[src/hw/rtl/tjm_pkg.sv]
// Shared types and constants for the touch-to-joypad matrix.
// Holds action codes, button indexes, hit rectangles and packed field widths.
// No dependencies.
`default_nettype none

package tjm_pkg;

    // Event kinds carried in the input tuser field
    typedef enum logic [2:0] {
        ACT_TOUCH_DOWN = 3'd0,
        ACT_TOUCH_UP   = 3'd1,
        ACT_DPAD_FALL  = 3'd2,
        ACT_BTN_FALL   = 3'd3,
        ACT_BTN_RISE   = 3'd4
    } action_t;

    // Button bit positions in the store (1 = released)
    localparam int unsigned BTN_A      = 0;
    localparam int unsigned BTN_B      = 1;
    localparam int unsigned BTN_SELECT = 2;
    localparam int unsigned BTN_START  = 3;
    localparam int unsigned BTN_UP     = 4;
    localparam int unsigned BTN_DOWN   = 5;
    localparam int unsigned BTN_LEFT   = 6;
    localparam int unsigned BTN_RIGHT  = 7;
    localparam int unsigned BTN_HOME   = 8;

    localparam int unsigned NUM_BTN   = 9;
    localparam int unsigned NUM_AREA  = 9;
    localparam int unsigned NUM_LINE  = 4;
    localparam int unsigned X_W       = 10;
    localparam int unsigned Y_W       = 9;

    // Panel pixels per rectangle grid unit
    localparam int unsigned COORD_SCALE = 3;

    // Hit rectangles in test order, grid units; first hit wins
    localparam int unsigned AREA_LEFT [NUM_AREA] =
        '{146, 146, 146, 186, 206, 186, 226, 206, 206};
    localparam int unsigned AREA_TOP  [NUM_AREA] =
        '{ 70,  10, 130,  10,  40, 110, 110, 130,  90};
    localparam int unsigned AREA_W    [NUM_AREA] =
        '{ 10,  10,  10,  20,  20,  20,  20,  20,  20};
    localparam int unsigned AREA_H    [NUM_AREA] =
        '{ 20,  20,  20,  20,  20,  20,  20,  20,  20};
    localparam int unsigned AREA_BTN  [NUM_AREA] =
        '{BTN_HOME, BTN_START, BTN_SELECT, BTN_A, BTN_B,
          BTN_UP, BTN_DOWN, BTN_LEFT, BTN_RIGHT};

    // Hit test result: which button a touch lands on
    typedef struct packed {
        logic                 hit;
        logic [NUM_BTN-1:0]   mask;
    } hit_t;

    // Block state as seen on the result
    typedef struct packed {
        logic                 led;
        logic [NUM_BTN-1:0]   buttons;
        logic [NUM_LINE-1:0]  lines;
    } joy_state_t;

endpackage

`default_nettype wire

[src/hw/rtl/tjm_hit.sv]
// Rectangle hit test for one touch coordinate pair.
// Compares raw panel coordinates against scaled bounds; uses tjm_pkg.
`default_nettype none

module tjm_hit (
    input  wire logic [tjm_pkg::X_W-1:0] touch_x,
    input  wire logic [tjm_pkg::Y_W-1:0] touch_y,
    output tjm_pkg::hit_t                hit
);

    logic [tjm_pkg::NUM_AREA-1:0] in_area;

    // Test each rectangle; x/3 in [l, l+w) is x in [3l, 3(l+w))
    always_comb
    begin
        for (int i = 0; i < tjm_pkg::NUM_AREA; i++)
        begin
            in_area[i] =
                (touch_x >= tjm_pkg::X_W'(tjm_pkg::COORD_SCALE * tjm_pkg::AREA_LEFT[i])) &&
                (touch_x <  tjm_pkg::X_W'(tjm_pkg::COORD_SCALE *
                                (tjm_pkg::AREA_LEFT[i] + tjm_pkg::AREA_W[i]))) &&
                (touch_y >= tjm_pkg::Y_W'(tjm_pkg::COORD_SCALE * tjm_pkg::AREA_TOP[i])) &&
                (touch_y <  tjm_pkg::Y_W'(tjm_pkg::COORD_SCALE *
                                (tjm_pkg::AREA_TOP[i] + tjm_pkg::AREA_H[i])));
        end
    end

    // Pick the first rectangle hit, walking from the last one back
    always_comb
    begin
        hit.hit  = 1'b0;
        hit.mask = '0;
        for (int i = tjm_pkg::NUM_AREA - 1; i >= 0; i--)
        begin
            if (in_area[i])
            begin
                hit.hit  = 1'b1;
                hit.mask = tjm_pkg::NUM_BTN'(1) << tjm_pkg::AREA_BTN[i];
            end
        end
    end

endmodule

`default_nettype wire

[src/hw/rtl/tjm_state.sv]
// Button store, line drive and LED registers with their event update logic.
// Uses tjm_pkg types; driven by the hit test result from tjm_hit.
`default_nettype none

module tjm_state (
    input  wire logic              clk,
    input  wire logic              rst_n,
    input  wire logic              step,
    input  wire tjm_pkg::action_t  action,
    input  wire logic              overlay_active,
    input  wire tjm_pkg::hit_t     hit,
    output tjm_pkg::joy_state_t    state_next
);

    logic [tjm_pkg::NUM_BTN-1:0]  buttons_reg;
    logic [tjm_pkg::NUM_LINE-1:0] lines_reg;
    logic                         led_reg;

    // Apply one event to the current state
    always_comb
    begin
        state_next.buttons = buttons_reg;
        state_next.lines   = lines_reg;
        state_next.led     = led_reg;
        unique case (action)
            tjm_pkg::ACT_TOUCH_DOWN:
            begin
                state_next.led     = 1'b1;
                if (hit.hit)
                begin
                    state_next.buttons = buttons_reg & ~hit.mask;
                end
            end
            tjm_pkg::ACT_TOUCH_UP:
            begin
                state_next.led     = 1'b0;
                if (hit.hit)
                begin
                    state_next.buttons = buttons_reg | hit.mask;
                end
            end
            tjm_pkg::ACT_DPAD_FALL:
            begin
                if (!overlay_active)
                begin
                    state_next.lines = {buttons_reg[tjm_pkg::BTN_DOWN],
                                        buttons_reg[tjm_pkg::BTN_UP],
                                        buttons_reg[tjm_pkg::BTN_LEFT],
                                        buttons_reg[tjm_pkg::BTN_RIGHT]};
                end
            end
            tjm_pkg::ACT_BTN_FALL:
            begin
                if (!overlay_active)
                begin
                    state_next.lines = {buttons_reg[tjm_pkg::BTN_START],
                                        buttons_reg[tjm_pkg::BTN_SELECT],
                                        buttons_reg[tjm_pkg::BTN_B],
                                        buttons_reg[tjm_pkg::BTN_A]};
                    // Release all four face buttons when all are held
                    if (buttons_reg[tjm_pkg::NUM_LINE-1:0] == '0)
                    begin
                        state_next.buttons[tjm_pkg::NUM_LINE-1:0] = '1;
                    end
                end
            end
            tjm_pkg::ACT_BTN_RISE:
            begin
                if (!overlay_active)
                begin
                    state_next.lines = '1;
                end
            end
            default:
            begin
                state_next.lines = lines_reg;
            end
        endcase
    end

    // Hold state; advance on each event leaving the input register
    always_ff @(posedge clk or negedge rst_n)
    begin
        if (!rst_n)
        begin
            buttons_reg <= '1;
            lines_reg   <= '1;
            led_reg     <= 1'b0;
        end
        else if (step)
        begin
            buttons_reg <= state_next.buttons;
            lines_reg   <= state_next.lines;
            led_reg     <= state_next.led;
        end
    end

endmodule

`default_nettype wire

[src/hw/rtl/touch_to_joypad_matrix.sv]
// An accepted event passes through the input register, which feeds the result register
// directly; the input register holds while the result register is stalled.
// Throughput: one event per cycle while the output is not stalled.
// Every event gives exactly one result transaction showing the state after it.
// Reset (rst_n low, asynchronous): all buttons released, all lines high, LED off,
// both pipeline registers empty.
// Top level of the touch-to-joypad matrix; instantiates tjm_hit and tjm_state.
`default_nettype none

module touch_to_joypad_matrix (
    input  wire logic        clk,
    input  wire logic        rst_n,
    input  wire logic        s_tvalid,
    output logic             s_tready,
    input  wire logic [23:0] s_tdata,   // touch_x[9:0], touch_y[18:10], overlay_active[19], zero
    input  wire logic [2:0]  s_tuser,   // action[2:0]
    output logic             m_tvalid,
    input  wire logic        m_tready,
    output logic [15:0]      m_tdata    // joypad_lines[3:0], button_bits[12:4], led_on[13], zero
);

    logic                         in_valid_reg;
    tjm_pkg::action_t             in_action_reg;
    logic [tjm_pkg::X_W-1:0]      in_x_reg;
    logic [tjm_pkg::Y_W-1:0]      in_y_reg;
    logic                         in_overlay_reg;

    logic                         out_valid_reg;
    tjm_pkg::joy_state_t          out_state_reg;

    logic                         advance;
    logic                         step;
    tjm_pkg::hit_t                hit;
    tjm_pkg::joy_state_t          state_next;

    // Move the input register on when the result register frees up
    assign advance  = !out_valid_reg || m_tready;
    assign step     = in_valid_reg && advance;
    assign s_tready = !in_valid_reg || advance;

    // Capture an input transaction
    always_ff @(posedge clk or negedge rst_n)
    begin
        if (!rst_n)
        begin
            in_valid_reg <= 1'b0;
        end
        else if (s_tready)
        begin
            in_valid_reg <= s_tvalid;
        end
    end

    always_ff @(posedge clk)
    begin
        if (s_tready && s_tvalid)
        begin
            in_action_reg  <= tjm_pkg::action_t'(s_tuser);
            in_x_reg       <= s_tdata[9:0];
            in_y_reg       <= s_tdata[18:10];
            in_overlay_reg <= s_tdata[19];
        end
    end

    tjm_hit u_hit (
        .touch_x (in_x_reg),
        .touch_y (in_y_reg),
        .hit     (hit)
    );

    tjm_state u_state (
        .clk            (clk),
        .rst_n          (rst_n),
        .step           (step),
        .action         (in_action_reg),
        .overlay_active (in_overlay_reg),
        .hit            (hit),
        .state_next     (state_next)
    );

    // Hold the result until the downstream takes it
    always_ff @(posedge clk or negedge rst_n)
    begin
        if (!rst_n)
        begin
            out_valid_reg <= 1'b0;
        end
        else if (advance)
        begin
            out_valid_reg <= in_valid_reg;
        end
    end

    always_ff @(posedge clk)
    begin
        if (step)
        begin
            out_state_reg <= state_next;
        end
    end

    assign m_tvalid = out_valid_reg;
    assign m_tdata  = {2'b00, out_state_reg.led, out_state_reg.buttons, out_state_reg.lines};

endmodule

`default_nettype wire

[config.mk]
export PLATFORM = sky130hd
export DESIGN_NAME = touch_to_joypad_matrix
export DESIGN_NICKNAME = d
export VERILOG_FILES = /design/src/hw/rtl/tjm_pkg.sv /design/src/hw/rtl/tjm_hit.sv /design/src/hw/rtl/tjm_state.sv /design/src/hw/rtl/touch_to_joypad_matrix.sv
export SDC_FILE = /design/constraint.sdc
export NUM_CORES = 1
export LEC_CHECK = 0
export ABC_AREA = 1
export BUFFER_PORTS_ARGS = -buffer_cell sky130_fd_sc_hd__buf_2
export CAP_MARGIN = 10
export CORE_MARGIN = 4
export CORE_UTILIZATION = 55
export CTS_CLUSTER_SIZE = 10
export DETAILED_ROUTE_END_ITERATION = 10
export HOLD_SLACK_MARGIN = 0.05
export PLACE_DENSITY = 0.9
export REMOVE_ABC_BUFFERS = 1
export SYNTH_ARGS = -nofsm -noshare
export SYNTH_HDL_FRONTEND = slang
export SYNTH_SLANG_ARGS = --single-unit
[constraint.sdc]
create_clock -name clk -period 4.6 [get_ports clk]
set_input_delay 0 -clock clk [delete_from_list [all_inputs] [get_ports clk]]
set_output_delay 0 -clock clk [all_outputs]
set_load 0.01 [all_outputs]
# --- After elaboration in Yosys (flattened, before gate mapping) ---
# Cells that the tools add are included.
word_totals:
  reg_bits: 53
  latch_bits: 0
  ramBits: 0
  mem_bits_ro: 0
  input_bits: 31
  out_inout_bits: 18
  n_memories: 0
classes:
  add_sub_neg: 0
  mul: 0
  div: 0
  order_cmp: 20
  eq_ne: 4
  shifts: 0
  muxes: 18
  bitwise: 3
  reduce_logical: 30
op_table:
  columns: ["op", "n"]
  rows:
  - ["10-bit 2-to-1 mux", 9]
  - ["9-bit < comparator (second input constant)", 4]
  - ["10-bit greater-or-equal comparator (second input constant)", 3]
  - ["10-bit < comparator (second input constant)", 3]
  - ["9-bit greater-or-equal comparator (second input constant)", 3]
  - ["1-bit logical AND", 24]
  - ["4-bit case mux with 3 select lines", 2]
  - ["9-bit 2-to-1 mux", 2]
  - ["4-bit 2-to-1 mux", 3]
  - ["6-bit case mux with 2 select lines", 1]
  - ["10-bit by 9-bit greater-or-equal comparator with 1-bit output (second input constant)", 1]
  - ["10-bit by 9-bit < comparator with 1-bit output (second input constant)", 1]
  - ["9-bit bitwise AND", 1]
  - ["9-bit by 5-bit greater-or-equal comparator with 1-bit output (second input constant)", 1]
  - ["9-bit by 7-bit greater-or-equal comparator with 1-bit output (second input constant)", 1]
  - ["9-bit by 8-bit greater-or-equal comparator with 1-bit output (second input constant)", 1]
  - ["9-bit by 7-bit < comparator with 1-bit output (second input constant)", 1]
  - ["9-bit by 8-bit < comparator with 1-bit output (second input constant)", 1]
  - ["9-bit NOT", 1]
  - ["9-bit OR", 1]
  - ["8-bit 2-to-1 mux", 1]
  - ["3-bit by 2-bit == test with 1-bit output (second input constant)", 2]
  - ["4-bit logical NOT", 1]
  - ["3-bit by 1-bit == test with 1-bit output (second input constant)", 1]
  - ["4 further kinds", 6]

# --- Logic depth before layout (Yosys ltp) ---
depth:
  depth_word: 17
  depth_mapped: 12

# --- By module ---
# From an unflattened synthesis, not the netlist that was laid out.
unflattened:
  hier_cells: 328
  hier_area_um2: 2854.0
modules_own_cells:
  columns: ["mod", "instances", "cells_each", "area_each_um2", "seq_area_each_um2"]
  rows:
  - ["touch_to_joypad_matrix", 1, 52, 1224.9, 1161.1]
  - ["tjm_state", 1, 145, 1044.8, 366.6]
  - ["tjm_hit", 1, 131, 584.3, 0.0]

# --- Least setup slack after synthesis ---
# No wires, ideal clock.
synth_path:
  path_type: "flip-flop to flip-flop"
  from: "register out_valid_reg (netlist: m_tvalid)"
  to: "register in_action_reg[0] (enable)"
  arrival_time_ns: 1.106
  required_ns: 4.224
  slack_ns: 3.118
  path_stages_with_launch: 4
  path_buffers: 0
  cell_sequence: "dfrtp_1 -> nand3_1 -> nand2_1 -> inv_1"
synth_via:
  elab_chain_len: 4
synth_lines:
  columns: ["item", "line_no", "source"]
  rows:
  - ["start: declaration", "touch_to_joypad_matrix.sv:28", "logic out_valid_reg;"]
  - ["start signal: assignment", "touch_to_joypad_matrix.sv:90", "out_valid_reg <= in_valid_reg;"]
  - ["1-bit logical NOT", "touch_to_joypad_matrix.sv:37", "assign advance = !out_valid_reg || m_tready;"]
  - ["1-bit logical OR", "touch_to_joypad_matrix.sv:37", null]
  - ["1-bit logical OR", "touch_to_joypad_matrix.sv:39", "assign s_tready = !in_valid_reg || advance;"]
  - ["via s_tready", "touch_to_joypad_matrix.sv:14", "output logic s_tready,"]
  - ["1-bit logical AND", "touch_to_joypad_matrix.sv:56", "if (s_tready && s_tvalid)"]
  - ["end signal: assignment", "touch_to_joypad_matrix.sv:58", "in_action_reg <= tjm_pkg::action_t'(s_tuser);"]
  - ["end: declaration", "touch_to_joypad_matrix.sv:23", "tjm_pkg::action_t in_action_reg;"]
# The timed path passes the listed nets, and every way through them passes these cells.
# A chain may end at the register's enable or synchronous reset.

# --- Worst setup path in the final report ---
layout_path:
  from: "register out_valid_reg (netlist: m_tvalid)"
  to: "register u_state.led_reg"
layout_via:
  elab_chain_len: 3
layout_lines:
  columns: ["item", "line_no", "source"]
  rows:
  - ["1-bit logical NOT", "touch_to_joypad_matrix.sv:37", null]
  - ["1-bit logical OR", "touch_to_joypad_matrix.sv:37", null]
  - ["1-bit logical AND", "touch_to_joypad_matrix.sv:38", "assign step = in_valid_reg && advance;"]
  - ["end signal: assignment", "tjm_state.sv:94", "led_reg <= state_next.led;"]
  - ["end: declaration", "tjm_state.sv:17", "logic led_reg;"]
# Every way passes these cells.

==> impl_metrics.tcl <==
set metrics [dict create \
    p_leak_nw 1.47 \
    yosysWarnings 0 \
    gp_congestion 0.897 \
    drive_gt1_share_pct 24.1 \
    grt_max_degree 37 \
    via_count 2307 \
    htree_levels 2 \
    ys_seq_elements 51 \
    power_mw 1.33 \
    maxCapViolations 0 \
    synth.area.mux_share_pct 0 \
    largest_reg_flops 14 \
    crit_start "m_tvalid$_DFFE_PN0P_" \
    cts_sinks 51 \
    r2r_cells 4 \
    cts_resized 0 \
    ant_nets 0 \
    final_cell_mix "nand2_1, buf_2, inv_1, edfxtp_1, nor2_1" \
    clk_pin_slew_ns 0.09 \
    syn2layout_area_growth_pct 23.3 \
    design_area_um2 3300 \
    start_util_pct 56.6 \
    tightest_slew_ns 1.05 \
    synth_simple_gate_area_share_pct 28.0 \
    worstSetupEndpointType "flip-flop" \
    drt_iter0_drc 178 \
    syn_area_per_cell_um2 8.80 \
    clockBufferDepth 2 \
    synth.yosys.seq_area_share_pct 54.9 \
    slew_viol_final 0 \
    finalHoldViolations 0 \
    synth_fa_ha_area_share_pct 0 \
    ios 49 \
    fmax_mhz 523 \
    grt-ovfl-total 0 \
    antennaDiodeCount 0 \
    crit_fanout 36 \
    min_period_ns 1.91 \
    setup_viol 0 \
    final.setup_skew_ns 0.00852 \
    vdd_drop_max_v 0.000271 \
    status "finished clean" \
    dpl_cell_area_um2 2940 \
    setup_tns_ns 0 \
    clk_latency_ns 0.31 \
    grt_pass1_vias 2198 \
    critical_path_required_ns 4.74 \
    netlist_instances 304 \
    rows 25 \
    wl_um 5670 \
    viasPerCell 5.23 \
    cts_tree "built" \
    synth_top_family_by_area "simple AND/OR/NAND/NOR gates" \
    crit_path_start_kind "flip-flop" \
    arrival_ns 2.06 \
    r2r_start "m_tvalid$_DFFE_PN0P_" \
    drc 0 \
    nets 404 \
    grt.total_usage_pct 20.6 \
    netlist_area_um2 2680 \
    port_buffers 40 \
    wl_per_cell_um 12.9 \
    die_x_um 77.7 \
    p_per_area_nw_per_um2 403 \
    hp-class "primary input to asynchronous set/reset pin" \
    grt_pass1_wl_um 9830 \
    fill_cells 345 \
    period_share_pct 41.6 \
    critPathKind "flip-flop to flip-flop" \
    core_area_um2 4720 \
    first_pass_iters 4 \
    synth.distinct_cells 29 \
    rsz0062_at_grt "false" \
    postCtsHoldBufs 25 \
    dp_hpwl_um 3790 \
    dieArea_um2 6040 \
    synth_compound_area_share_pct 10.7 \
    cts_setup_buffers 0 \
    clockRootBuffer "clkbuf_8" \
    antenna_found_initial 0 \
    yosys.area_share.xor_xnor_pct 0 \
    cts-buffers-inserted 5 \
    die_h_um 77.7 \
    final_common_cell "nand2_1" \
    slew_headroom_pct 29.9 \
]
power by group:
part / internal (mW) / leakage, nW / switching, mW
clock: 0.142 / 0.0530 / 0.153
combinational: 0.125 / 0.912 / 0.210
sequential: 0.639 / 0.507 / 0.0600
cells in the mapped netlist:
cell      count  share of area, %
a32oi_1       4               1.3
a21oi_2       6               2.0
nor3_2        2              0.75
buf_4         2              0.56
o21ai_2       2              0.65
conb_1        1              0.14
nor2_2        3              0.70
inv_2         4              0.56
nand3b_1      1              0.28
nand2_2       4              0.94
buf_2         1              0.19
inv_1        35               4.9
a31oi_1       4              0.94
a21oi_1       8               1.5
nand3_1      27               5.1
nand3_4       1              0.65
clkbuf_1      1              0.14
nand3_2       4               1.5
nand2_1      81                11
nor2_4        2              0.84
edfxtp_1     35                39
o21ai_0      20               3.7
nor2_1       32               4.5
o21ai_1       3              0.56
dfrtp_1       3               2.8
nor3_1        3              0.56
nor3_4        1              0.61
dfstp_2      13                13
nand4_1       1              0.23
metrics by stage:
step                std cells  util, %  hold WS (ns)  setup slack, ns
floorplan                 301        -        -0.296             2.97
CTS                       441     69.9         0.141             2.64
global route              441     69.9         0.153             2.47
detailed placement        408     62.2       -0.0615             2.66
global placement          408     62.2       -0.0679             2.76
finish                    441     69.9         0.128             2.69
layout make-up:
type / instances / area (µm²) / area share, %
clock inverter: 2 / 16.3 / 0.493
sequential: 51 / 1470 / 44.5
clock buffer: 6 / 93.8 / 2.84
tap: 67 / 83.8 / 2.54
timing repair buffer: 65 / 450 / 13.7
multi-input combinational: 211 / 1040 / 31.6
inverter: 39 / 146 / 4.44
layer usage:
| layer | wire (µm) | up-vias | GRT usage [%] |
|---|---|---|---|
| met3 | 325 | 15 | 4.18 |
| li1 | - | 1146 | - |
| met5 | 0 | - | 0 |
| met1 | 2400 | 1059 | 25.2 |
| met4 | 134 | 0 | 9.07 |
| met2 | 2810 | 87 | 34.9 |
worst max-delay path, stage by stage (launching register included):
cell	delay, ns
dfrtp_1	0.40
nand2_1	0.09
nand2_1	0.20
inv_1	0.83
o21ai_0	0.23
logic make-up after synthesis:
group | after synthesis
buffers and inverters | 43
other | 1
flip-flops | 51
AND/OR/NAND/NOR | 162
AO/OA/AOI/OAI | 47
worst paths after layout:
check,end,slack (ns)
hold / removal,m_tvalid$_DFFE_PN0P_,0.13
setup / recovery,u_state.led_reg$_DFFE_PN0P_,2.69
setup reg to reg,u_state.led_reg$_DFFE_PN0P_,2.69
min in group clk,in_action_reg[0]$_DFFE_PP_,0.39
max in group asynchronous,u_state.buttons_reg[5]$_DFFE_PN1P_,4.16
hold reg to reg,u_state.buttons_reg[8]$_DFFE_PN1P_,0.49
(Power assumes the default switching activity.)
